<file path="src/design/acoustic_godunov_step_unit_assert.svh">
// Assertion macros for the acoustic step unit.
// AGS_ASSERT checks a property at every rising clock edge outside reset.
// AGS_ASSERT_IMP checks that an antecedent implies a consequent in the same cycle.
`ifndef ACOUSTIC_GODUNOV_STEP_UNIT_ASSERT_SVH
`define ACOUSTIC_GODUNOV_STEP_UNIT_ASSERT_SVH
`ifndef SYNTH
`define AGS_ASSERT(name, clk, rstn, prop) \
  name: assert property (@(posedge clk) disable iff (!rstn) (prop)) \
    else $error("assertion failed");
`define AGS_ASSERT_IMP(name, clk, rstn, ante, cons) \
  name: assert property (@(posedge clk) disable iff (!rstn) (ante) |-> (cons)) \
    else $error("assertion failed");
`else
`define AGS_ASSERT(name, clk, rstn, prop)
`define AGS_ASSERT_IMP(name, clk, rstn, ante, cons)
`endif
`endif

</file>
<file path="src/design/ags_ram.sv">
`timescale 1ns / 1ps
`default_nettype none

module ags_ram #(
  parameter int WIDTH = 64,
  parameter int DEPTH = 64
) (
  input  wire logic                     clk_i,
  input  wire logic                     we_i,
  input  wire logic [$clog2(DEPTH)-1:0] waddr_i,
  input  wire logic [WIDTH-1:0]         wdata_i,
  input  wire logic                     re_i,
  input  wire logic [$clog2(DEPTH)-1:0] raddr_i,
  output logic      [WIDTH-1:0]         rdata_o
);

  logic [WIDTH-1:0] mem_q [DEPTH];

  always_ff @(posedge clk_i) begin
    if (we_i) begin
      mem_q[waddr_i] <= wdata_i;
    end
    if (re_i) begin
      rdata_o <= mem_q[raddr_i];
    end
  end

endmodule

`default_nettype wire

</file>
<file path="config.mk">
export PLATFORM = sky130hd
export DESIGN_NAME = ags_ram
export DESIGN_NICKNAME = d
export VERILOG_FILES = /design/src/design/acoustic_godunov_step_unit_assert.svh /design/src/design/ags_ram.sv
export SDC_FILE = /design/constraint.sdc
export NUM_CORES = 2
export LEC_CHECK = 0
export CAP_MARGIN = 25
export CORE_MARGIN = 2
export CORE_UTILIZATION = 54
export DETAILED_ROUTE_END_ITERATION = 8
export DONT_BUFFER_PORTS = 1
export PLACE_DENSITY = 0.72
export SYNTH_ARGS = -nofsm -noshare
export SYNTH_HDL_FRONTEND = slang
export SYNTH_SLANG_ARGS = --single-unit
export TNS_END_PERCENT = 30
</file>
<file path="constraint.sdc">
create_clock -name clk_i -period 9.26 [get_ports clk_i]
set_clock_uncertainty 0.1 [all_clocks]
set_input_delay 1.389 -clock clk_i [delete_from_list [all_inputs] [get_ports clk_i]]
set_output_delay 1.389 -clock clk_i [all_outputs]
set_load 0.05 [all_outputs]
</file>
==> metrics.md <==
| Metric | Value |
|---|---|
| Setup WS pre-CTS | `3.43 ns` |
| Mux contribution to synthesized area | `15.6%` |
| Worst Setup End Kind | `flop` |
| Antenna violations before repair | `15` |
| Cts-stage hold buffer count | `0` |
| Dpl cells | `10.3k` |
| # DRC | `0` |
| Finished Layout Cells | `11.0k` |
| Final core utilization | `60.6%` |
| Crit path max-delay cell type | `buf_16` |
| Avg Cell Area, Syn | `23.8 µm²` |
| Layout cells sized above 1 | `26.1%` |
| Critical path's most frequent cell | `buf_16` |
| Layout Nets | `6885` |
| H-tree Lvls | `5` |
| Worst path cell trace | `buf_16, buf_16, buf_16, mux4_2, o221ai_1, o22ai_1, and3_1` |
| Status | `finished, violations left` |
| Worst Slack Setup Final | `3.78 ns` |
| Post-Syn Nets | `6677` |
| Crit path max fanout | `226` |
| Post-DP HPWL | `205000 µm` |
| Clock root buffer | `clkbuf_16` |
| CTS tree | `done` |
| GRT Util Overall | `27.2%` |
| Buf/Inv on CP | `3` |
| Hold Crit Class | `in2reg` |
| Largest net degree at the start of global routing | `875` |
| Critical path depth | `7` |
| Die area | `0.295 mm²` |
| Fin crit share | `59.2%` |
| Most frequent cells in the layout | `edfxtp_1, mux4_2, clkbuf_16` |
| Setup-failing EPs final | `0` |
| CP Data Required Time | `9.83 ns` |
| Maximum clock frequency | `0.182 GHz` |
| Failing checks | `max-slew violations` |
| Antenna-violating nets left | `0` |
| Number of max-cap violations | `0` |
| Die X | `543 µm` |
| I/O pin total | `143` |
| Worst Max-Slew Pin Slew | `1.93 ns` |
| Die Ht | `543 µm` |
| Fillers | `19.1k` |
| Sequential fraction of the synthesis area | `79.6%` |
| Worst hold stages | `0` |
| Global-route wire length before repair | `566000 µm` |
| PD cells | `219 mW/mm²` |
| CTS sink cnt | `4160` |
| Critical path class | `in2reg` |
| Leakage | `0.0539 µW` |
| Most common cell after layout, fill and taps aside | `edfxtp_1` |
| Detailed Route Iter0 Violations | `11.8k` |
| Synth Area in Simple Gates | `1.23%` |
| Multi-input logic area | `0.0308 mm²` |
| Final wirelength | `400000 µm` |
| CTS resizes | `0` |
| # port buffers | `0` |
| Final hold vios | `0` |
| Worst IR Drop VDD | `0.000236 V` |
| Storage element area | `0.125 mm²` |
| Clock period minus worst slack | `5.48 ns` |
| Core area | `0.289 mm²` |
| Clock-pin slew on the worst setup and hold paths | `0.06 ns` |
| Vias in the first global route | `75.4k` |
| Post-CTS setup buffer count | `0` |
| Synthesized cell area | `0.157 mm²` |
| Max stage delay on crit path | `0.73 ns` |
| Compound-Gate Fraction of Synth Area | `2.47%` |
| Row cnt | `197` |
| Post-synth cell types | `32` |
| Setup tns final | `0 ns` |
| Worst setup SP type | `input pin` |
| Hold_ws | `0.443 ns` |
| Critical path arrival | `6.05 ns` |
| Slew HR | `-28.7%` |
| Post-Syn Instances | `6598` |
| Top Family by Delay on Critical Path | `buffers and inverters` |
| Warnings from Yosys | `0` |
| RSZ-0062 raised after global routing | `no` |
| Layout area overhead | `11.5%` |
| Reg2reg path depth | `5` |
| Main combinational cell family by area after synthesis | `multiplexers` |
| Initial Utilization | `54.4%` |
| Xor and xnor area share after synthesis | `0%` |
| Overflow after GRT | `0` |
| TritonCTS buffer count | `405` |
| Synth Area in Adders | `0%` |
| DRT Pass-1 Iters | `6` |
| Max-slew violations | `366` |
| Wire length per cell | `36.3 µm` |
| Yosys reg bits | `4160` |
| Clk Latency, worst-skew pair | `0.95 ns` |
| Drt via density | `6.76` |
| Total number of vias | `74.5k` |
| Clk buf depth | `4` |
| GPL Wtd Cong | `0.794` |
==> registers in the layout, summed over array words and instances (netlist names) <==
| register | cells |
|---|---|
| mem_q | 4096 |
| rdata_o | 64 |
==> cell usage after synthesis, drive strengths merged <==
| library cell | instances | area share (%) |
|---|---|---|
| nor3 | 2 | 0.0064 |
| nand3b | 2 | 0.0096 |
| nor2 | 112 | 0.27 |
| a41oi | 26 | 0.15 |
| and2 | 3 | 0.012 |
| or3 | 29 | 0.12 |
| buf | 230 | 0.80 |
| nand4b | 1 | 0.0056 |
| a31o | 1 | 0.0056 |
| mux4 | 1024 | 15 |
| a2bb2oi | 19 | 0.11 |
| or3b | 1 | 0.0056 |
| a22oi | 168 | 0.80 |
| edfxtp | 4160 | 80 |
| mux2i | 135 | 0.86 |
| a211oi | 63 | 0.30 |
| nor2b | 28 | 0.11 |
| inv | 19 | 0.045 |
| o22ai | 83 | 0.33 |
| clkbuf | 140 | 0.33 |
| nand2b | 11 | 0.044 |
| nand4 | 2 | 0.0080 |
| or2 | 28 | 0.11 |
| nand3 | 45 | 0.14 |
| and3 | 64 | 0.26 |
| a22o | 88 | 0.49 |
| a31oi | 18 | 0.072 |
| nand2 | 58 | 0.14 |
| o221ai | 38 | 0.21 |
==> per-layer routing <==
layer / global-route usage (%) / routed length (µm)
met4: 9.22 / 14900
met1: 37.3 / 144000
met5: 0 / 9
met2: 44.0 / 196000
met3: 5.80 / 45300
==> path summary, 6_finish.rpt <==
path / from / slack, ns / end
max: raddr_i[1] / 3.78 / rdata_o[50]$_DFFE_PP_
min: wdata_i[7] / 0.44 / mem_q[55][7]$_DFFE_PP_
max reg2reg: mem_q[47][22]$_DFFE_PP_ / 6.82 / rdata_o[22]$_DFFE_PP_
min reg2reg: mem_q[54][50]$_DFFE_PP_ / 0.81 / rdata_o[50]$_DFFE_PP_
==> cell families after synthesis <==
group,Yosys count
AO/OA/AOI/OAI,504
multiplexers,1159
AND/OR/NAND/NOR,386
flip-flops,4160
buffers and inverters,389
==> report_power, final <==
group	internal, µW	switching, µW
Sequential	20900	188
Clock	9030	6910
Combinational	614	717
==> cell type report <==
| class | instances | share of cell area (%) |
|---|---|---|
| Tap cell | 3880 | 2.77 |
| Timing Repair Buffer | 171 | 0.946 |
| Sequential cell | 4160 | 71.4 |
| Multi-Input combinational cell | 2049 | 17.6 |
| Clock inverter | 252 | 1.27 |
| Inverter | 19 | 0.0407 |
| Antenna cell | 5 | 0.00715 |
| Clock buffer | 480 | 6.01 |
==> metrics by stage <==
step	instance area, µm²	total power (µW)
CTS	175000	38400
detailed placement	162000	22700
global placement	162000	22700
global route	175000	39300
finish	175000	38300
floorplan	157000	22400
(Power assumes the default switching activity.)
